<file path="config.mk">
export PLATFORM = sky130hd
export DESIGN_NAME = atmnb_pitch
export DESIGN_NICKNAME = d
export VERILOG_FILES = /design/src/hdl/atmnb_pkg.sv /design/src/hdl/atmnb_pitch.sv
export SDC_FILE = /design/constraint.sdc
export NUM_CORES = 1
export LEC_CHECK = 0
export BUFFER_PORTS_ARGS = -buffer_cell sky130_fd_sc_hd__buf_4
export CAP_MARGIN = 20
export CORE_MARGIN = 1.5
export CORE_UTILIZATION = 50
export CTS_BUF_LIST = sky130_fd_sc_hd__clkbuf_4 sky130_fd_sc_hd__clkbuf_8
export DETAILED_ROUTE_END_ITERATION = 12
export MAX_ROUTING_LAYER = met4
export PLACE_DENSITY = 0.68
export SYNTH_ARGS = -nofsm -noshare
export SYNTH_HDL_FRONTEND = slang
export SYNTH_SLANG_ARGS = --single-unit
</file>
<file path="constraint.sdc">
create_clock -name clk -period 12.1 [get_ports clk]
set_clock_uncertainty 0.2 [all_clocks]
set_input_delay 3.63 -clock clk [delete_from_list [all_inputs] [get_ports clk]]
set_output_delay 3.63 -clock clk [all_outputs]
set_load 0.01 [all_outputs]
</file>
<file path="src/hdl/atmnb_pkg.sv">
`timescale 1ns / 1ps
`default_nettype none
// ----------------------------------------------------------------------------
// atmnb_pkg
// Shared widths, constants and types for the tone timer to MIDI note and
// pitch bend converter.
// ----------------------------------------------------------------------------
package atmnb_pkg;

  localparam int TIMER_W = 11;
  localparam int NOTE_W  = 8;
  localparam int BEND_W  = 14;

  localparam int CLOCK_HZ       = 1789773;
  localparam int A4_HZ          = 440;
  localparam int A4_NOTE        = 69;
  localparam int BEND_CENTRE    = 8192;
  localparam int BEND_PER_SEMI  = 4096;
  localparam int SEMIS_PER_OCT  = 12;
  localparam int PULSE_DIV_LOG2 = 4;
  localparam int TRI_DIV_LOG2   = 5;
  localparam int MANT_BITS      = 30;
  localparam int LOG_FRAC_BITS  = 16;

  localparam int DEN_W     = 20;
  localparam int QUO_W     = 38;
  localparam int NUM_W     = $clog2(CLOCK_HZ) + MANT_BITS - PULSE_DIV_LOG2;
  localparam int MANT_W    = MANT_BITS + 1;
  localparam int LZC_W     = $clog2(QUO_W);
  localparam int EXP_W     = 7;
  localparam int NORM_TOP  = QUO_W - 1 - MANT_BITS;
  localparam int PITCH_W   = 22;
  localparam int FP_W      = 16;
  localparam int SEMI_Q    = SEMIS_PER_OCT * BEND_PER_SEMI;
  localparam int NOTE_BASE = A4_NOTE * BEND_PER_SEMI;
  localparam int SEMI_BITS = $clog2(BEND_PER_SEMI);
  localparam int HALF_SEMI = BEND_PER_SEMI / 2;

  typedef logic [QUO_W-1:0]         quo_t;
  typedef logic [MANT_W-1:0]        mant_t;
  typedef logic signed [EXP_W-1:0]  exp_t;

  typedef struct packed {
    logic [NOTE_W-1:0] note;
    logic [BEND_W-1:0] bend;
  } res_t;

endpackage
`default_nettype wire

</file>
<file path="src/hdl/atmnb_pitch.sv">
`timescale 1ns / 1ps
`default_nettype none
// ----------------------------------------------------------------------------
// atmnb_pitch
// Scales log2 to 1/4096 semitone around note 69, then splits the pitch into
// the nearest note and the remaining pitch bend.
// ----------------------------------------------------------------------------
module atmnb_pitch #(
  parameter int LOG_FRAC_BITS = atmnb_pkg::LOG_FRAC_BITS
) (
  input  logic                     clk,
  input  logic                     rst_n,
  input  logic                     en,
  input  logic                     in_valid,
  input  logic [LOG_FRAC_BITS-1:0] frac,
  input  atmnb_pkg::exp_t          expo,
  output logic                     out_valid,
  output atmnb_pkg::res_t          res
);

  localparam int F  = LOG_FRAC_BITS;
  localparam int FW = atmnb_pkg::FP_W;
  localparam int PW = atmnb_pkg::PITCH_W;
  localparam int SB = atmnb_pkg::SEMI_BITS;
  localparam int BW = atmnb_pkg::BEND_W;
  localparam logic signed [PW-1:0] SEMI_S = PW'(atmnb_pkg::SEMI_Q);

  logic [F+FW-1:0]       prod;
  logic signed [PW-1:0]  e_ext;
  logic [FW-1:0]         fp_r;
  logic signed [PW-1:0]  eq_r;
  logic                  va_r;
  logic signed [PW-1:0]  p;
  logic [PW-1:0]         p2;
  atmnb_pkg::res_t       res_nxt;
  atmnb_pkg::res_t       res_r;
  logic                  vb_r;

  // The integer part of log2 contributes whole multiples of the scale, so
  // only the fraction needs rounding.
  assign prod  = (F+FW)'(frac) * (F+FW)'(atmnb_pkg::SEMI_Q) + ((F+FW)'(1) << (F - 1));
  assign e_ext = PW'(expo);

  always_ff @(posedge clk) begin
    if (!rst_n) begin
      va_r <= 1'b0;
      vb_r <= 1'b0;
    end else if (en) begin
      va_r <= in_valid;
      vb_r <= va_r;
    end
  end

  always_ff @(posedge clk) begin
    if (en) begin
      fp_r <= prod[F +: FW];
      eq_r <= e_ext * SEMI_S;
    end
  end

  always_comb begin
    p = eq_r + PW'(atmnb_pkg::NOTE_BASE) + $signed(PW'(fp_r));
    if (p < 0) begin
      p = '0;
    end
    p2 = PW'(p) + PW'(atmnb_pkg::HALF_SEMI);
    res_nxt.note = p2[SB +: atmnb_pkg::NOTE_W];
    res_nxt.bend = BW'(atmnb_pkg::BEND_CENTRE - atmnb_pkg::HALF_SEMI) + BW'(p2[SB-1:0]);
  end

  always_ff @(posedge clk) begin
    if (en) begin
      res_r <= res_nxt;
    end
  end

  assign out_valid = vb_r;
  assign res       = res_r;

endmodule
`default_nettype wire

</file>
==> flow_metrics.tcl <==
set metrics [dict create \
    syn2layout_area_growth_pct 16.0 \
    synth-main-ff-cell "edfxtp_1" \
    crit_path_cell_trace "buf_4 -> ha_1 -> inv_1 -> fa_1 -> nand2b_1 -> a21oi_1 -> xor2_1 -> nand3_1 -> or4_4 -> nor4b_4 -> nand3_1 -> a211oi_2 -> nand4_1" \
    drtAntennaViolNets 0 \
    overflow 0 \
    portBuffers 49 \
    dpl.hpwl_um 4170 \
    violations "DRC" \
    fin_util 0.606 \
    cts_resized 0 \
    powerDensity_mw_per_mm2 133 \
    drt_iter0_drc 78 \
    yosys.area.top_type "edfxtp_1" \
    route.met2.wl_um 2420 \
    synth_top_area_frac 0.403 \
    hold_viol 0 \
    dr.max_layer_used "met4" \
    hold_depth 1 \
    nNetsFinal 426 \
    seq_area_frac_synth 0.414 \
    dieHeight_um 84.9 \
    clkSinkCount 47 \
    diodes 0 \
    routabilityCongestion 0.798 \
    fin_ws_ps 5460 \
    ys_seq_elements 47 \
    drv_slew 0 \
    synth_edf_count 45 \
    worst_pin_slew_ps 925 \
    start_util 0.523 \
    clkSlewWorstSetupHoldPaths_ps 90 \
    end_kind "flop" \
    grtUsageTotal 0.156 \
    final_layout_size_suffix_gt1_frac 0.183 \
    r2r-end "res[21]" \
    crit_family "simple AND/OR/NAND/NOR gates" \
    relSlewSlack 0.379 \
    post_dp_cell_area_mm2 0.00378 \
    antenna_found_initial 0 \
    grt_pass1_wl_um 9060 \
    postCtsSetupRepairBufs 0 \
    drcViolationCount 8 \
    clk_latency_ps 290 \
    drt-vias-per-instance 5.38 \
    place_inst 430 \
    path_buf_inv 2 \
    synth_common_cells "45 x edfxtp_1, 37 x ha_1, 26 x nor2_1" \
    required_ps 11940 \
    clk_path_buf_depth 2 \
    grt_max_degree 48 \
    synthArstFlopShare 0 \
    die_x_um 84.9 \
    multi_input_area_mm2 0.00187 \
    syn_inst 312 \
    power.total_mw 0.517 \
    rrSetupSlack_ps 8030 \
    maxCapViolCount 0 \
    cts-buffers-inserted 5 \
    hold_buffers 0 \
    dr.pass1.iters 10 \
    drt-met1-wl_um 2590 \
    wl_um 5230 \
    cp.depth 13 \
    syn_area_mm2 0.00336 \
    crit_fanout 5 \
    holdPathEnd "res[2]" \
    die_area_mm2 0.00721 \
    h-tree-depth 2 \
    wl_per_cell_um 11.9 \
    dp_worst_setup_slack_ps 5170 \
    critPathMaxStageDelay_ps 480 \
    fillCellCount 551 \
    min_from "fp_r[2]" \
    clock-root-buffer "clkbuf_8" \
    crit_arrival_ps 6480 \
    pin_count 50 \
    ys_types 55 \
    register_area_mm2 0.00139 \
    slowest_stage "or4_4" \
    min_path_type "flop to flop" \
    clock.fmax_mhz 151 \
    final_cells 438 \
    cp-start-kind "input port" \
    peakVddDrop_v 0.0000466 \
    period_share 0.549 \
    yosys-top-cells-area "edfxtp_1 40%, ha_1 14%, xor2_1 5.5%, xnor2_1 5.2%, nor2_1 2.9%" \
    row_count 29 \
    grt_pass1_vias 2107 \
    whs_ps 313 \
    synth_nets 378 \
    setup_tns_ps 0 \
    ys_warn_count 0 \
    crit_top_cell "nand3_1" \
    finalSetupViolCount 0 \
    p_leak_nw 1.63 \
    core_mm2 0.00642 \
    finalCriticalPeriod_ps 6640 \
    met3WireLength_um 177 \
    reg2reg_depth 15 \
    rsz0062_at_grt "no" \
    status "finished with violations" \
    tritoncts "done" \
    vias 2356 \
    crit_type "input port to flop" \
    timing.rr.start "eq_r[15]" \
    yosysMostFrequentCell "edfxtp_1" \
    synth_area_per_cell_um2 10.8 \
    final_area_mm2 0.00389 \
]
## layer usage
metal  vias up  global-route usage
li1       1241                   -
met2        43               0.246
met3         2              0.0233
met1      1070               0.207
met4         0              0.0537
met5         -                   -
## layout by cell type (no fill, tap or decap), types with 3 or more instances in the layout
| cell type | n |
|---|---|
| a21o_1 | 8 |
| buf_4 | 49 |
| xor2_1 | 21 |
| nor2b_1 | 7 |
| inv_1 | 13 |
| ha_1 | 37 |
| clkbuf_8 | 5 |
| a21oi_1 | 13 |
| o21ai_0 | 9 |
| nand3_1 | 12 |
| mux2i_1 | 5 |
| edfxtp_1 | 45 |
| nor3_1 | 8 |
| and2_1 | 14 |
| nor2_1 | 26 |
| nor3b_1 | 3 |
| nand2_1 | 13 |
| xnor2_1 | 20 |
| nand4_1 | 7 |
## where the power goes
group	leakage [nW]	switching, mW	internal (mW)
combinational	1.11	0.0957	0.0832
sequential	0.466	0.00772	0.217
clock	0.0587	0.0510	0.0626
## registers in the layout, indices dropped and copies added, names as in the netlist
signal / flops
eq_r: 8
va_r: 1
fp_r: 16
res: 21
out_valid: 1
## final cells by class
class | count | area share
timing repair buffer | 49 | 0.0945
multi-input combinational | 244 | 0.481
sequential | 47 | 0.357
clock buffer | 5 | 0.0177
tap | 77 | 0.0248
clock inverter | 3 | 0.0122
inverter | 13 | 0.0125
## cells by family after synthesis
family | share of synthesized area
AOI/OAI and AO/OA | 0.102
xor gates and xnor gates | 0.107
adders and majority gates | 0.150
buffers and inverters | 0.0280
DFF | 0.414
muxes | 0.0183
and+or+nand+nor | 0.180
## worst max path at each step
stage | slack [ps] | end | startpoint
floorplan | 5500 | fp_r[15] | frac[0]
global placement | 5260 | fp_r[15] | frac[1]
detailed placement | 5170 | fp_r[15] | frac[1]
CTS | 5490 | fp_r[15] | frac[1]
global route | 5290 | fp_r[15] | frac[1]
finish | 5460 | fp_r[15] | frac[1]
Note: power is estimated with default switching activity, not from simulation.
