`src/hdl/atmnb_pkg.sv`:
```
`timescale 1ns / 1ps
`default_nettype none
// ----------------------------------------------------------------------------
// atmnb_pkg
// Shared widths, constants and types for the tone timer to MIDI note and
// pitch bend converter.
// ----------------------------------------------------------------------------
package atmnb_pkg;

  localparam int TIMER_W = 11;
  localparam int NOTE_W  = 8;
  localparam int BEND_W  = 14;

  localparam int CLOCK_HZ       = 1789773;
  localparam int A4_HZ          = 440;
  localparam int A4_NOTE        = 69;
  localparam int BEND_CENTRE    = 8192;
  localparam int BEND_PER_SEMI  = 4096;
  localparam int SEMIS_PER_OCT  = 12;
  localparam int PULSE_DIV_LOG2 = 4;
  localparam int TRI_DIV_LOG2   = 5;
  localparam int MANT_BITS      = 30;
  localparam int LOG_FRAC_BITS  = 16;

  localparam int DEN_W     = 20;
  localparam int QUO_W     = 38;
  localparam int NUM_W     = $clog2(CLOCK_HZ) + MANT_BITS - PULSE_DIV_LOG2;
  localparam int MANT_W    = MANT_BITS + 1;
  localparam int LZC_W     = $clog2(QUO_W);
  localparam int EXP_W     = 7;
  localparam int NORM_TOP  = QUO_W - 1 - MANT_BITS;
  localparam int PITCH_W   = 22;
  localparam int FP_W      = 16;
  localparam int SEMI_Q    = SEMIS_PER_OCT * BEND_PER_SEMI;
  localparam int NOTE_BASE = A4_NOTE * BEND_PER_SEMI;
  localparam int SEMI_BITS = $clog2(BEND_PER_SEMI);
  localparam int HALF_SEMI = BEND_PER_SEMI / 2;

  typedef logic [QUO_W-1:0]         quo_t;
  typedef logic [MANT_W-1:0]        mant_t;
  typedef logic signed [EXP_W-1:0]  exp_t;

  typedef struct packed {
    logic [NOTE_W-1:0] note;
    logic [BEND_W-1:0] bend;
  } res_t;

endpackage
`default_nettype wire

```
`src/hdl/atmnb_div.sv`:
```
`timescale 1ns / 1ps
`default_nettype none
// ----------------------------------------------------------------------------
// atmnb_div
// Forms the frequency ratio to 440 Hz in Q30 with a restoring divider that
// resolves one quotient bit per pipeline stage.
// ----------------------------------------------------------------------------
module atmnb_div (
  input  logic                          clk,
  input  logic                          rst_n,
  input  logic                          en,
  input  logic                          in_valid,
  input  logic [atmnb_pkg::TIMER_W-1:0] timer,
  input  logic                          op,
  output logic                          out_valid,
  output atmnb_pkg::quo_t               quo
);

  localparam int QW = atmnb_pkg::QUO_W;
  localparam int DW = atmnb_pkg::DEN_W;
  localparam int NW = atmnb_pkg::NUM_W;

  logic          v_r   [QW+1];
  logic [DW-1:0] den_r [QW+1];
  logic [DW-1:0] rem_r [QW+1];
  logic [QW-1:0] nq_r  [QW+1];

  logic [NW-1:0] num_nxt;
  logic [DW-1:0] den_nxt;

  // The channel divider is a power of two, so it folds into the dividend.
  always_comb begin
    den_nxt = (DW'(timer) + DW'(1)) * DW'(atmnb_pkg::A4_HZ);
    if (op) begin
      num_nxt = NW'(atmnb_pkg::CLOCK_HZ) << (atmnb_pkg::MANT_BITS - atmnb_pkg::TRI_DIV_LOG2);
    end else begin
      num_nxt = NW'(atmnb_pkg::CLOCK_HZ) << (atmnb_pkg::MANT_BITS - atmnb_pkg::PULSE_DIV_LOG2);
    end
  end

  always_ff @(posedge clk) begin
    if (!rst_n) begin
      v_r[0] <= 1'b0;
    end else if (en) begin
      v_r[0] <= in_valid;
    end
  end

  always_ff @(posedge clk) begin
    if (en) begin
      den_r[0] <= den_nxt;
      rem_r[0] <= DW'(num_nxt[NW-1:QW]);
      nq_r[0]  <= num_nxt[QW-1:0];
    end
  end

  for (genvar k = 1; k <= QW; k++) begin : g_step
    logic [DW:0] trial;
    logic [DW:0] diff;
    logic        ge;

    assign trial = {rem_r[k-1], nq_r[k-1][QW-1]};
    assign diff  = trial - {1'b0, den_r[k-1]};
    assign ge    = (trial >= {1'b0, den_r[k-1]});

    always_ff @(posedge clk) begin
      if (!rst_n) begin
        v_r[k] <= 1'b0;
      end else if (en) begin
        v_r[k] <= v_r[k-1];
      end
    end

    always_ff @(posedge clk) begin
      if (en) begin
        den_r[k] <= den_r[k-1];
        rem_r[k] <= ge ? diff[DW-1:0] : trial[DW-1:0];
        nq_r[k]  <= {nq_r[k-1][QW-2:0], ge};
      end
    end
  end

  assign out_valid = v_r[QW];
  assign quo       = nq_r[QW];

endmodule
`default_nettype wire

```
`config.mk`:
```
export PLATFORM = sky130hd
export DESIGN_NAME = atmnb_div
export DESIGN_NICKNAME = d
export VERILOG_FILES = /design/src/hdl/atmnb_pkg.sv /design/src/hdl/atmnb_div.sv
export SDC_FILE = /design/constraint.sdc
export NUM_CORES = 2
export LEC_CHECK = 0
export ABC_AREA = 1
export CAP_MARGIN = 20
export CORE_AREA = 2 2 486 488
export DETAILED_ROUTE_END_ITERATION = 16
export DIE_AREA = 0 0 488 490
export DONT_BUFFER_PORTS = 1
export PLACE_DENSITY = 0.69
export SETUP_SLACK_MARGIN = 0.5
export SYNTH_ARGS = -nofsm -noshare
export SYNTH_HDL_FRONTEND = slang
export SYNTH_SLANG_ARGS = --single-unit
```
`constraint.sdc`:
```
create_clock -name clk -period 5.51 [get_ports clk]
set_input_delay 1.102 -clock clk [delete_from_list [all_inputs] [get_ports clk]]
set_output_delay 1.102 -clock clk [all_outputs]
set_load 0.02 [all_outputs]
```
==> flow_summary.yaml <==
route:
  drtAntennaViolNets: 0
  drc: 0
  vias: 80368
  drtIter0Drc: 5534
  dr.pass1.iters: 7
  wl_per_cell_um: 14.9
  wirelength_um: 242000
  viasPerCell: 4.94
layout:
  multi_input_area_sq_um: 42900
  areaGrowthSynthToFinish_pct: 9.21
  stdcell_count: 16267
  final.fill_count: 20854
  finalNetCount: 13663
  final_cell_area_sq_um: 127000
  drive_gt1_share_pct: 4.83
  seq_area_sq_um: 62600
clock_tree:
  h-tree-depth: 4
  cts.reportedPaths.clkPinSlew_ns: 0.06
  holdBufCountCts: 0
  cts_tree: "built"
  clock-sinks: 2086
  clk_latency_ns: 0.88
  clockBufferDepth: 3
  cts_made_buffers: 216
  cts_root_buf: "clkbuf_16"
  cts.repair.resized: 0
  cts_setup_buffers: 0
power_and_ir_drop:
  p_int_mw: 41.5
  power_frac_comb_pct: 42.7
  powerDensity_nw_per_um2: 549
  switching_power_mw: 28.1
  clkPwrFrac_pct: 21.9
  switching_share_pct: 40.4
  p_leak_nw: 61.9
  ir_drop_uv: 335
  seq_power_share_pct: 35.4
timing:
  worst_slack_ns: 0.850
  finalClockSkew_ns: 0.0709
  slew_viol_final: 0
  fin_crit_ns: 4.66
  rsz0062_at_grt: "false"
  fin_crit_sh_pct: 84.6
  hold_viol_final: 0
  tns_ns: 0
  setup_viol: 0
  relSlewSlack_pct: 2.35
  max_freq_mhz: 215
  tightest_slew_ns: 1.46
setup_path:
  cp.arrival_ns: 5.23
  crit_fanout: 236
  crit_chain: "buf_16 -> buf_16 -> buf_16 -> buf_16 -> buf_16 -> inv_1 -> nand2_1 -> buf_12"
  cpPeakStageDelay_ns: 0.66
  worst_setup_path_start_kind: "input port"
  cp_data_required_time_ns: 6.08
  crit_buf_inv: 7
  cpMostUsedCell: "buf_16"
  crit_family: "buffers and inverters"
  crit_path_end_kind: "flip-flop"
  crit_type: "in2reg"
  crit_slowest_cell: "buf_16"
place:
  post_dp_cell_area_sq_um: 119000
  place.gp.congestion: 0.890
  dpl.cell_count: 15856
  io_buffers: 0
  hpwlAfterDp_um: 175000
  dp_slack_ns: -1.07
die:
  row_count: 178
  core_sq_um: 234000
  num_io_pins: 55
  start_util_pct: 49.7
  die_w_um: 488
  die_area_sq_um: 239000
  fp.dieH_um: 490
synth:
  synth.cell_area_sq_um: 116000
  syn-num-nets: 13571
  synth_seq_area_share_pct: 53.9
  synth_seq_cells: 2086
  ys.flop_type: "edfxtp_1"
  ys_warn_count: 0
  synth_cells: 12835
  synth_edf_count: 2085
  synth-async-reset-ratio_pct: 0
  ys_types: 49
  avgSynthCellArea_sq_um: 9.06
global_routing:
  grt_max_degree: 246
  grt_pass1_wl_um: 391000
  antenna_found_initial: 3
  grt.total_usage_pct: 20.1
  gr-total-overflow: 0
  grt_pass1_vias: 76176
job:
  cap_violations: 0
hold_path:
  min_path_type: "in2reg"
outcome:
  outcome: "completed"
worst paths after layout:
kind                              start                      to  cells after the start  slack, ns
hold / removal                       op   rem_r[0][6]$_DFFE_PP_                      0       0.32
hold reg to reg   nq_r[3][76]$_DFFE_PP_  nq_r[3][115]$_DFFE_PP_                      0       0.36
setup / recovery                     en       v_r[23]$_DFFE_PP_                      8       0.85
setup reg to reg  rem_r[8][2]$_DFFE_PP_  rem_r[9][15]$_DFFE_PP_                     12       2.75
layout make-up:
class | count | share of cell area (%)
timing repair buffer | 16 | 0.310
sequential | 2086 | 49.3
tap | 3150 | 3.10
clock buffer | 256 | 4.41
antenna | 2 | 0.00394
inverter | 2523 | 7.46
clock inverter | 150 | 1.54
multi-input combinational | 8084 | 33.8
cell usage after synthesis (all sizes together), types with 42 or more instances:
master	n	share of area [%]
fa	59	1.0
o21ai	147	0.82
and2	64	0.34
nand2	4573	15
nor3	117	0.50
xor2	188	1.4
a21oi	393	1.8
ha	661	7.1
inv	2523	8.1
nor2	573	2.0
nand3b	42	0.27
xnor2	92	0.69
nand4	121	0.77
buf	138	1.0
nand3	979	4.4
edfxtp	2085	54
layout by cell type (no fill, tap or decap), drive strengths merged, types with 2 or more instances in the layout:
cell type,count
nor3,117
xnor2,92
a31oi,23
o21ai,147
o21bai,4
nand4,121
buf,13
a21oi,393
inv,2533
fa,59
ha,661
nand3,979
clkinv,87
or2,38
edfxtp,2085
clkinvlp,21
nor2,573
and2,64
bufbuf,2
bufinv,32
nand3b,42
nand2,4573
xor2,188
clkbuf,257
a21o,4
diode,2
worst register-to-register path, delay by kind of cell, from the launching register on:
kind / cells / cell delay [ns]
DFF: 1 / 0.53
and+or+nand+nor: 8 / 1.22
adders and majority gates: 2 / 0.67
buffers and inverters: 2 / 0.16
per-stage QoR:
step	power, mW	util, %	hold WS [ns]
floorplan	47.3	-	0.400
finish	69.6	54.2	0.320
CTS	70.0	54.2	0.250
global placement	54.0	51.0	0.400
global route	75.4	54.2	0.266
detailed placement	54.4	51.0	0.405
layer usage:
layer | part of all wire, % | vias to the layer above | track usage, %
met2 | 48 | 1579 | 33.9
met3 | 4.0 | 420 | 2.29
met4 | 2.7 | 0 | 5.93
li1 | - | 41283 | -
met5 | 0 | - | 0
met1 | 45 | 37086 | 27.2
flip-flops by register name (all words and copies together), names as in the netlist:
| signal | cells |
|---|---|
| nq_r | 749 |
| den_r | 646 |
| rem_r | 652 |
| v_r | 39 |
power by group through the flow:
stage / combinational [mW] / clock (mW) / sequential (mW)
floorplan: 23.5 / 0 / 23.8
global placement: 29.1 / 0 / 25.0
detailed placement: 29.5 / 0 / 24.9
CTS: 29.7 / 15.6 / 24.7
global route: 34.2 / 16.2 / 25.0
finish: 29.7 / 15.2 / 24.7
what timing repair did:
action | CTS | global route
cloned | 2 | 1
pin swaps | 0 | 0
endpoints found under the setup margin | 265 | 77
kinds of logic after synthesis:
kind of cell             Yosys count  share of synthesized area (%)
XOR/XNOR                         280                           2.12
AO/OA/AOI/OAI                    576                           3.08
buffers and inverters           2665                           9.16
AND/OR/NAND/NOR                 6508                           23.6
adder cells (fa/ha/maj)          720                           8.13
flip-flops                      2086                           53.9
Note: power is estimated with default switching activity, not from simulation.
