==> src/hdl/atmnb_pkg.sv <==
`timescale 1ns / 1ps
`default_nettype none
// ----------------------------------------------------------------------------
// atmnb_pkg
// Shared widths, constants and types for the tone timer to MIDI note and
// pitch bend converter.
// ----------------------------------------------------------------------------
package atmnb_pkg;

  localparam int TIMER_W = 11;
  localparam int NOTE_W  = 8;
  localparam int BEND_W  = 14;

  localparam int CLOCK_HZ       = 1789773;
  localparam int A4_HZ          = 440;
  localparam int A4_NOTE        = 69;
  localparam int BEND_CENTRE    = 8192;
  localparam int BEND_PER_SEMI  = 4096;
  localparam int SEMIS_PER_OCT  = 12;
  localparam int PULSE_DIV_LOG2 = 4;
  localparam int TRI_DIV_LOG2   = 5;
  localparam int MANT_BITS      = 30;
  localparam int LOG_FRAC_BITS  = 16;

  localparam int DEN_W     = 20;
  localparam int QUO_W     = 38;
  localparam int NUM_W     = $clog2(CLOCK_HZ) + MANT_BITS - PULSE_DIV_LOG2;
  localparam int MANT_W    = MANT_BITS + 1;
  localparam int LZC_W     = $clog2(QUO_W);
  localparam int EXP_W     = 7;
  localparam int NORM_TOP  = QUO_W - 1 - MANT_BITS;
  localparam int PITCH_W   = 22;
  localparam int FP_W      = 16;
  localparam int SEMI_Q    = SEMIS_PER_OCT * BEND_PER_SEMI;
  localparam int NOTE_BASE = A4_NOTE * BEND_PER_SEMI;
  localparam int SEMI_BITS = $clog2(BEND_PER_SEMI);
  localparam int HALF_SEMI = BEND_PER_SEMI / 2;

  typedef logic [QUO_W-1:0]         quo_t;
  typedef logic [MANT_W-1:0]        mant_t;
  typedef logic signed [EXP_W-1:0]  exp_t;

  typedef struct packed {
    logic [NOTE_W-1:0] note;
    logic [BEND_W-1:0] bend;
  } res_t;

endpackage
`default_nettype wire

==> src/hdl/atmnb_norm.sv <==
`timescale 1ns / 1ps
`default_nettype none
// ----------------------------------------------------------------------------
// atmnb_norm
// Pipelined leading-zero search that normalizes the ratio to a Q30
// mantissa in [1,2) and the matching integer part of log2.
// ----------------------------------------------------------------------------
module atmnb_norm (
  input  logic              clk,
  input  logic              rst_n,
  input  logic              en,
  input  logic              in_valid,
  input  atmnb_pkg::quo_t   quo,
  output logic              out_valid,
  output atmnb_pkg::mant_t  mant,
  output atmnb_pkg::exp_t   expo
);

  localparam int QW = atmnb_pkg::QUO_W;
  localparam int LW = atmnb_pkg::LZC_W;
  localparam int EW = atmnb_pkg::EXP_W;

  logic          v_in [LW];
  logic [QW-1:0] w_in [LW];
  logic [LW-1:0] z_in [LW];
  logic          v_r  [LW];
  logic [QW-1:0] w_r  [LW];
  logic [LW-1:0] z_r  [LW];

  assign v_in[0] = in_valid;
  assign w_in[0] = quo;
  assign z_in[0] = '0;

  for (genvar j = 0; j < LW; j++) begin : g_step
    localparam int SH = 1 << (LW - 1 - j);
    logic zero;

    if (j > 0) begin : g_link
      assign v_in[j] = v_r[j-1];
      assign w_in[j] = w_r[j-1];
      assign z_in[j] = z_r[j-1];
    end

    assign zero = (w_in[j][QW-1 -: SH] == '0);

    always_ff @(posedge clk) begin
      if (!rst_n) begin
        v_r[j] <= 1'b0;
      end else if (en) begin
        v_r[j] <= v_in[j];
      end
    end

    always_ff @(posedge clk) begin
      if (en) begin
        w_r[j] <= zero ? (w_in[j] << SH) : w_in[j];
        z_r[j] <= z_in[j] | (zero ? LW'(SH) : LW'(0));
      end
    end
  end

  assign out_valid = v_r[LW-1];
  assign mant      = w_r[LW-1][QW-1 -: atmnb_pkg::MANT_W];
  assign expo      = $signed(EW'(atmnb_pkg::NORM_TOP) - EW'(z_r[LW-1]));

endmodule
`default_nettype wire

==> config.mk <==
export PLATFORM = sky130hd
export DESIGN_NAME = atmnb_norm
export DESIGN_NICKNAME = d
export VERILOG_FILES = /design/src/hdl/atmnb_pkg.sv /design/src/hdl/atmnb_norm.sv
export SDC_FILE = /design/constraint.sdc
export NUM_CORES = 1
export LEC_CHECK = 0
export ABC_CLOCK_PERIOD_IN_PS = 2300
export BUFFER_PORTS_ARGS = -buffer_cell sky130_fd_sc_hd__buf_2
export CAP_MARGIN = 10
export CORE_ASPECT_RATIO = 0.6
export CORE_MARGIN = 5
export CORE_UTILIZATION = 40
export CTS_BUF_LIST = sky130_fd_sc_hd__clkbuf_8
export DETAILED_ROUTE_END_ITERATION = 12
export PLACE_DENSITY = 0.61
export SLEW_MARGIN = 20
export SYNTH_ARGS = -nofsm -noshare
export SYNTH_HDL_FRONTEND = slang
export SYNTH_SLANG_ARGS = --single-unit
==> constraint.sdc <==
create_clock -name clk -period 2.3 [get_ports clk]
set_input_delay 0.345 -clock clk [delete_from_list [all_inputs] [get_ports clk]]
set_output_delay 0.345 -clock clk [all_outputs]
set_load 0.05 [all_outputs]
==> results.cfg, run 1 <==
[worst_setup_path]
r2r-end = w_r[2][11]
cp.depth = 5
r2r_setup_slack_ns = 0.31
cp.buffers_inverters = 2
crit_path_start_kind = register
slowest_delay_ns = 0.40
crit_path_end = w_r[2][11]
endpoint_kind = register
rr_worst_depth = 5
cp_max_fo = 23
critPathKind = register to register
crit_slowest_cell = edfxtp_1
crit_family = simple AND/OR/NAND/NOR gates
crit_start = w_r[1][34]
cp_cell_sequence = nor4_1 -> nand2_1 -> inv_1 -> buf_4 -> mux2_2
r2r-start = w_r[1][34]
worstPathArrival_ns = 2.25
cp_data_required_time_ns = 2.56

[routing]
postRouteAntennaNets = 0
drc = 0
via_per_inst = 4.788
vias = 4458
dr.first_iter.drc_count = 305
first_pass_iters = 4
post_drt_wl_per_cell_um = 17.20
wirelength_um = 16020

[synthesis]
synthFlopType = edfxtp_1
syn_inst = 511
yosys-top-cells-count = 237 x edfxtp_1, 113 x mux2_2, 29 x a21o_1
synthTopCellsByArea = edfxtp_1 75%, mux2_2 13%, a21o_1 2.3%
yosysWarnings = 0
yosysSeqAreaShare_pct = 75.52
synth.cell_area_mm2 = 0.009450
synth_cell_types = 30
synth_edf_count = 237
syn_avg_cell_area_um2 = 18.49
yosysTopAreaCell = edfxtp_1
synth_seq_cells = 238
yosysMostFrequentCell = edfxtp_1
synthArstFlopShare_pct = 0
synth_nets = 554
netlist.area_leader.share_pct = 75.31

[finish]
insertedDiodeCount = 0
area_delta_synth_final_pct = 13.80
drive_gt1_share_pct = 41.88
final_cells = 931
fin_util_pct = 46.38
final_net_count = 640
fill_cells = 1966

[floorplan]
core_mm2 = 0.02319
rows = 43
io_pins = 81
die_y_um = 129.1
die_w_um = 208.4
start_util_pct = 40.75
die-area_mm2 = 0.02690

[sta]
hold_slack_ns = 0.03861
fin_tns_setup_ns = 0
slew_viol_final = 0
relSlewSlack_pct = 56.56
period_share_pct = 86.50
max_clock_freq_mhz = 502.6
clock_skew_ns = 0.03181
layout_min_cycle_time_ns = 1.990
hold_violations = 0
finalWorstSetupSlack_ns = 0.3105
finalSetupViolCount = 0
tightest_slew_ns = 0.6516
rsz0062_at_grt = no

[placed_design]
hpwlAfterDp_um = 10960
place_congestion = 0.8921
dp.cells = 874
pre_cts_slack_ns = 0.2978
io_buffers = 80

[global_route]
first_global_vias = 4689
grt_overflow = 0
grt_antenna_before_repair = 0
grtUsageTotal_pct = 12.09
grt_pass1_wl_um = 26000
grt_start_max_net_pins = 79

[clock_tree]
post_cts_buffers = 0
cts_tree = yes
cts_sinks = 238
root_buffer = clkbuf_8
clockBufferDepth = 3
cts_buffers = 36
post_cts_resize_count = 0
postCtsHoldBufs = 0
clock_latency_ns = 0.52
cts.reportedPaths.clkPinSlew_ns = 0.06
cts.htree.levels = 2

[pwr]
netSwitchingPower_mw = 2.078
intPower_mw = 6.880
p_sw_share_pct = 23.20
p_leak_nw = 3.928
p_seq_share_pct = 59.1
ir_worst_vdd_uv = 315.3
p_per_area_mw_per_mm2 = 832.9
combPwrFrac_pct = 7.8
p_clk_share_pct = 33.1

[job]
max_cap_viol_count = 0

[worst_hold_path]
hold_path_class = input port to register

[outcome]
status = finished, final reports clean
## worst min path at each step
stage               startpoint    endpoint  slack (ns)  depth (start not counted)
floorplan            z_r[0][5]   z_r[1][5]        0.40                          0
global placement     z_r[2][5]   z_r[3][5]        0.41                          0
detailed placement   z_r[2][5]   z_r[3][5]        0.41                          0
CTS                    quo[10]  w_r[0][10]        0.02                          1
global route           quo[13]  w_r[0][13]        0.01                          1
finish                  quo[8]   w_r[0][8]        0.04                          1
## per-layer routing
layer  GRT usage, %  part of all wire, %
met4          2.856                  1.2
met2          15.77                   39
met3          3.291                  6.8
met1          19.78                   53
met5              0                    0
## final cells by class
type	count	area [um2]	share of cell area [%]
well taps	315	394.1	3.665
inverters	10	38.79	0.3607
repair buffers	93	556.8	5.177
clock buffers	36	495.5	4.607
multi-input cells	218	2033	18.91
clock inverters	21	98.84	0.9191
flip-flops and latches	238	7137	66.36
## power by group through the flow
stage	combinational, mW	clock (mW)	sequential (mW)
2_1_floorplan	0.315	0	5.47
3_3_place_gp	0.688	0	5.38
3_5_place_dp	0.696	0	5.39
4_1_cts	0.705	3.08	5.30
5_1_grt	0.752	3.28	5.33
6_report	0.696	2.97	5.30
## worst register-to-register path: stages, from the launching register on
cell and delay [ns]:
edfxtp_1 0.40, nor4_1 0.31, nand2_1 0.23, inv_1 0.12, buf_4 0.30, mux2_2 0.39
## cells in the final DEF (no fill, tap or decap)
cell / instances
a21o_1: 29
or2_2: 1
xnor2_1: 1
clkinv_2: 4
nand2b_1: 1
nor2_2: 1
a31o_2: 6
o21ai_0: 2
buf_12: 4
clkinvlp_4: 1
mux2_2: 113
nand4_1: 1
dfxtp_1: 1
edfxtp_1: 237
inv_8: 1
inv_1: 15
nand2_1: 2
nor4_1: 14
ha_1: 1
buf_4: 9
mux2i_1: 1
and2_1: 25
clkbuf_8: 37
clkinv_1: 9
nor2b_1: 1
a21boi_0: 6
mux2_1: 4
and3_1: 5
buf_2: 79
and4_1: 2
nor4_4: 1
or3_1: 1
inv_6: 1
## through the flow
stage / total power, mW / area, um2
after floorplan: 5.781 / 9450
after global placement: 6.070 / 10160
after detailed placement: 6.082 / 10160
after CTS: 9.079 / 10750
after global routing: 9.357 / 10750
final: 8.958 / 10750
## logic make-up after synthesis
group / after synthesis / synth area share (%)
multiplexers: 118 / 14.05
buffers and inverters: 55 / 2.992
AND/OR/NAND/NOR: 55 / 3.774
XOR/XNOR: 1 / 0.09270
flip-flops: 238 / 75.52
adder cells (fa/ha/maj): 1 / 0.1324
AO/OA/AOI/OAI: 43 / 3.442
## registers in the layout, summed over array words and instances, names as in the netlist
| register | flops |
|---|---|
| v_r | 6 |
| z_r | 21 |
| w_r | 211 |
No activity file was read; power rests on OpenSTA's default activity.
==> run 2: changes to the inputs <==
--- a/config.mk
+++ b/config.mk
@@ -11,7 +11,6 @@
 export CORE_ASPECT_RATIO = 0.6
 export CORE_MARGIN = 5
 export CORE_UTILIZATION = 40
-export CTS_BUF_LIST = sky130_fd_sc_hd__clkbuf_8
 export DETAILED_ROUTE_END_ITERATION = 12
 export PLACE_DENSITY = 0.61
 export SLEW_MARGIN = 20
==> run 2 against run 1 <==
  * Global-route usage shrank 0.15 points
  * Sequential share of layout area shrank 1.0 points
  * Clock skew shrank 0.022 ns
  * Clock-buffer cell count shrank 9
  * Clock power grew 29%
  * Final cell count shrank 1.8%
  * Register-to-register slack lost 0.02 ns
  * Total power grew 9.5%
  * Worst hold slack gained 0.0057 ns
  * Critical path depth is the same
  * Die area is the same
  * Non-clock buffer count is the same
  * Critical endpoint is now w_r[2][22]
==> results.cfg, run 2 (synthesis results as in run 1) <==
[clock_tree]
post_cts_resize_count = 0
cts_sinks = 238
cts_buffers = 23
root_buffer = clkbuf_16
cts.htree.levels = 1
cts_tree = yes
clockBufferDepth = 3
cts.reportedPaths.clkPinSlew_ns = 0.06
postCtsHoldBufs = 0
clock_latency_ns = 0.50
post_cts_buffers = 0

[sta]
hold_slack_ns = 0.04436
fin_tns_setup_ns = 0
tightest_slew_ns = 0.6555
max_clock_freq_mhz = 498.1
period_share_pct = 87.28
layout_min_cycle_time_ns = 2.008
finalSetupViolCount = 0
rsz0062_at_grt = no
relSlewSlack_pct = 56.30
slew_viol_final = 0
clock_skew_ns = 0.009838
hold_violations = 0

[floorplan]
rows = 43
start_util_pct = 40.75
die_y_um = 129.1
io_pins = 81
die_w_um = 208.4
core_mm2 = 0.02319
die-area_mm2 = 0.02690

[global_route]
grtUsageTotal_pct = 11.94
grt_pass1_wl_um = 25830
grt_start_max_net_pins = 79
first_global_vias = 4566
grt_antenna_before_repair = 0
grt_overflow = 0

[finish]
top_regs = w_r: 211 flops, z_r: 21 flops, v_r: 6 flops
final_cell_mix = 237 x edfxtp_1, 113 x mux2_2, 79 x buf_2, 29 x a21o_1, 25 x and2_1
largest_register = w_r
insertedDiodeCount = 0
drive_gt1_share_pct = 41.57
final_cell_area_mm2 = 0.01092
area_delta_synth_final_pct = 15.56
final_common_cell = edfxtp_1
largest_reg_flops = 211
final_net_count = 627

[pwr]
p_per_area_mw_per_mm2 = 898.0
netSwitchingPower_mw = 2.104
ir_worst_vdd_uv = 378.4
p_leak_nw = 3.966
p_seq_share_pct = 54.0
p_clk_share_pct = 38.9
combPwrFrac_pct = 7.1
p_sw_share_pct = 21.45
finalPower_mw = 9.807
intPower_mw = 7.703

[placed_design]
place_congestion = 0.8921
placed_area_mm2 = 0.01016
hpwlAfterDp_um = 10960
io_buffers = 80

[routing]
post_drt_wl_per_cell_um = 17.31
wirelength_um = 15820
m1WireLength_um = 8426
via_per_inst = 4.782
wl_met3_um = 996
wl_met2_um = 6070
drc = 0
top_layer = met4
postRouteAntennaNets = 0
first_pass_iters = 5
dr.first_iter.drc_count = 289
vias = 4371

[job]
max_cap_viol_count = 0

[worst_setup_path]
critPathKind = register to register
cp_data_required_time_ns = 2.55
cp_max_fo = 23
worstPathArrival_ns = 2.26
endpoint_kind = register
crit_path_start_kind = register

[outcome]
status = finished, final reports clean

[worst_hold_path]
hold_path_class = input port to register
-- run 2: through the flow --
| step | instances | setup slack [ns] | util [%] |
|---|---|---|---|
| after floorplan | 511 | 0.5620 | - |
| after global placement | 874 | 0.3723 | 43.81 |
| after detailed placement | 874 | 0.2978 | 43.81 |
| after CTS | 914 | 0.2958 | 47.09 |
| after global routing | 914 | 0.1400 | 47.09 |
| final | 914 | 0.2925 | 47.09 |
-- run 2: path summary, 6_finish.rpt --
kind	start	end	slack (ns)	cells after the start
worst max-delay path	w_r[1][34]	w_r[2][22]	0.29	5
worst min-delay path	quo[30]	w_r[0][30]	0.04	1
worst max register to register	w_r[1][34]	w_r[2][22]	0.29	5
worst min register to register	z_r[4][3]	z_r[5][3]	0.42	0
-- run 2: worst max-delay path: stages (launching register included) --
cell	delay, ns
edfxtp_1	0.40
nor4_1	0.32
nand2_1	0.23
inv_1	0.12
buf_4	0.30
mux2_2	0.39
-- run 2: routing by layer --
layer,track usage (%),vias to the layer above
li1,-,2108
met1,19.86,2105
met2,15.66,133
met3,2.686,25
met4,2.779,0
met5,0,-
-- run 2: layout make-up --
class,count,area (um2)
clock inverter,13,170.2
inverter,10,38.79
multi-input combinational,218,2033
sequential,238,7137
fill,1942,12270
tap,315,394.1
clock buffer,27,590.6
timing repair buffer,93,556.8
-- run 2: power groups by stage --
stage / sequential, mW / clock, mW / combinational (mW)
after floorplan: 5.47 / 0 / 0.315
after global placement: 5.38 / 0 / 0.688
after detailed placement: 5.39 / 0 / 0.696
after CTS: 5.29 / 3.90 / 0.704
after global routing: 5.32 / 4.10 / 0.752
final: 5.29 / 3.82 / 0.695
==> run 3: changes to the inputs <==
--- a/config.mk
+++ b/config.mk
@@ -5,7 +5,7 @@
 export SDC_FILE = /design/constraint.sdc
 export NUM_CORES = 1
 export LEC_CHECK = 0
-export ABC_CLOCK_PERIOD_IN_PS = 2300
+export ABC_CLOCK_PERIOD_IN_PS = 2600
 export BUFFER_PORTS_ARGS = -buffer_cell sky130_fd_sc_hd__buf_2
 export CAP_MARGIN = 10
 export CORE_ASPECT_RATIO = 0.6
==> constraint.sdc (replaced) <==
create_clock -name clk -period 2.6 [get_ports clk]
set_input_delay 0.39 -clock clk [delete_from_list [all_inputs] [get_ports clk]]
set_output_delay 0.39 -clock clk [all_outputs]
set_load 0.05 [all_outputs]
==> run 3 against run 2 <==
  * Clock power shrank 18%
  * Wire length shrank 0.49%
  * Non-clock buffer count shrank 1
  * Highest routed layer unchanged
==> results.cfg, run 3 (synthesis results as in run 1) <==
[sta]
hold_violations = 0
period_share_pct = 80.46
hold_slack_ns = 0.07997
fin_tns_setup_ns = 0
clock_skew_ns = 0.01205
layout_min_cycle_time_ns = 2.092
rsz0062_at_grt = no
relSlewSlack_pct = 55.99
slew_viol_final = 0
max_clock_freq_mhz = 478.0
finalSetupViolCount = 0
finalWorstSetupSlack_ns = 0.5080
tightest_slew_ns = 0.6601

[finish]
fill_cells = 2010
top_regs = w_r: 211 flops, z_r: 21 flops, v_r: 6 flops
area_delta_synth_final_pct = 14.72
final_common_cell = edfxtp_1
final_cells = 912
final_net_count = 625
largest_reg_flops = 211
largest_register = w_r
final_cell_mix = 237 x edfxtp_1, 113 x mux2_2, 79 x buf_2, 29 x a21o_1, 25 x and2_1
final_cell_area_mm2 = 0.01084
multi_input_area_mm2 = 0.002033
insertedDiodeCount = 0
drive_gt1_share_pct = 41.21
seq_area_mm2 = 0.007137
fin_util_pct = 46.75

[worst_setup_path]
cp_cell_sequence = nor4_1 -> nand2_1 -> inv_1 -> buf_4 -> mux2_2
slowest_delay_ns = 0.41
worstPathArrival_ns = 2.33
crit_family = simple AND/OR/NAND/NOR gates
critPathKind = register to register
cp_max_fo = 30
cp_data_required_time_ns = 2.84
crit_slowest_cell = edfxtp_1
cp.buffers_inverters = 2
crit_path_start_kind = register
endpoint_kind = register

[pwr]
ir_worst_vdd_uv = 486.0
p_leak_nw = 3.934
finalPower_mw = 8.445
p_per_area_mw_per_mm2 = 779.0

[outcome]
status = finished, final reports clean

[global_route]
grtUsageTotal_pct = 11.95
grt_antenna_before_repair = 0
grt_start_max_net_pins = 82
first_global_vias = 4552
grt_overflow = 0
grt_pass1_wl_um = 25670

[clock_tree]
post_cts_resize_count = 0
clock_latency_ns = 0.50
cts_buffers = 22
cts_tree = yes
post_cts_buffers = 0
root_buffer = clkbuf_16
clockBufferDepth = 3
postCtsHoldBufs = 0
cts_sinks = 238
cts.htree.levels = 1
cts.reportedPaths.clkPinSlew_ns = 0.07

[placed_design]
dp.cells = 873
place_congestion = 0.8820
placed_area_mm2 = 0.01013
pre_cts_slack_ns = 0.5030
io_buffers = 80
hpwlAfterDp_um = 11000

[floorplan]
core_mm2 = 0.02319
die-area_mm2 = 0.02690
die_y_um = 129.1
rows = 43
die_w_um = 208.4
start_util_pct = 40.75
io_pins = 81

[routing]
wirelength_um = 15740
postRouteAntennaNets = 0
first_pass_iters = 4
drc = 0
post_drt_wl_per_cell_um = 17.26
dr.first_iter.drc_count = 249
vias = 4348
via_per_inst = 4.768

[worst_hold_path]
hold_path_class = input port to register

[job]
max_cap_viol_count = 0
## run 3: changes by cell type in the layout (fill, tap and decap cells not counted)
cell,delta
buf_12,-2
bufinv_16,-2
buf_8,+1
clkbuf_1,+1
clkbuf_8,+1
clkinv_2,+1
clkinvlp_4,-1
inv_6,-1
## run 3: cell type report
cell class	count	area share (%)
Timing Repair Buffer	92	4.905
Inverter	10	0.3578
Tap cell	315	3.635
Multi-Input combinational cell	218	18.75
Sequential cell	238	65.83
Clock inverter	10	0.9117
Clock buffer	29	5.609
## run 3: layer usage
metal  global-route usage (%)  vias up  part of all wire, %
met4                    2.933        0                  1.9
li1                         -     2104                    -
met1                    19.47     2100                   55
met2                    15.77      121                   38
met3                    3.024       23                  5.6
met5                        0        -                    0
## run 3: worst paths after layout
kind	from	end	slack, ns	cells past startpoint
setup / recovery	w_r[1][34]	w_r[2][24]	0.51	5
hold / removal	quo[7]	w_r[0][7]	0.08	1
setup reg to reg	w_r[1][34]	w_r[2][24]	0.51	5
hold reg to reg	z_r[3][5]	z_r[4][5]	0.42	0
## run 3: report_power, final
group | internal [mW] | total, mW | switching, mW
clock | 1.84 | 3.15 | 1.31
combinational | 0.242 | 0.605 | 0.363
sequential | 4.55 | 4.69 | 0.142
total | 6.63 | 8.45 | 1.81
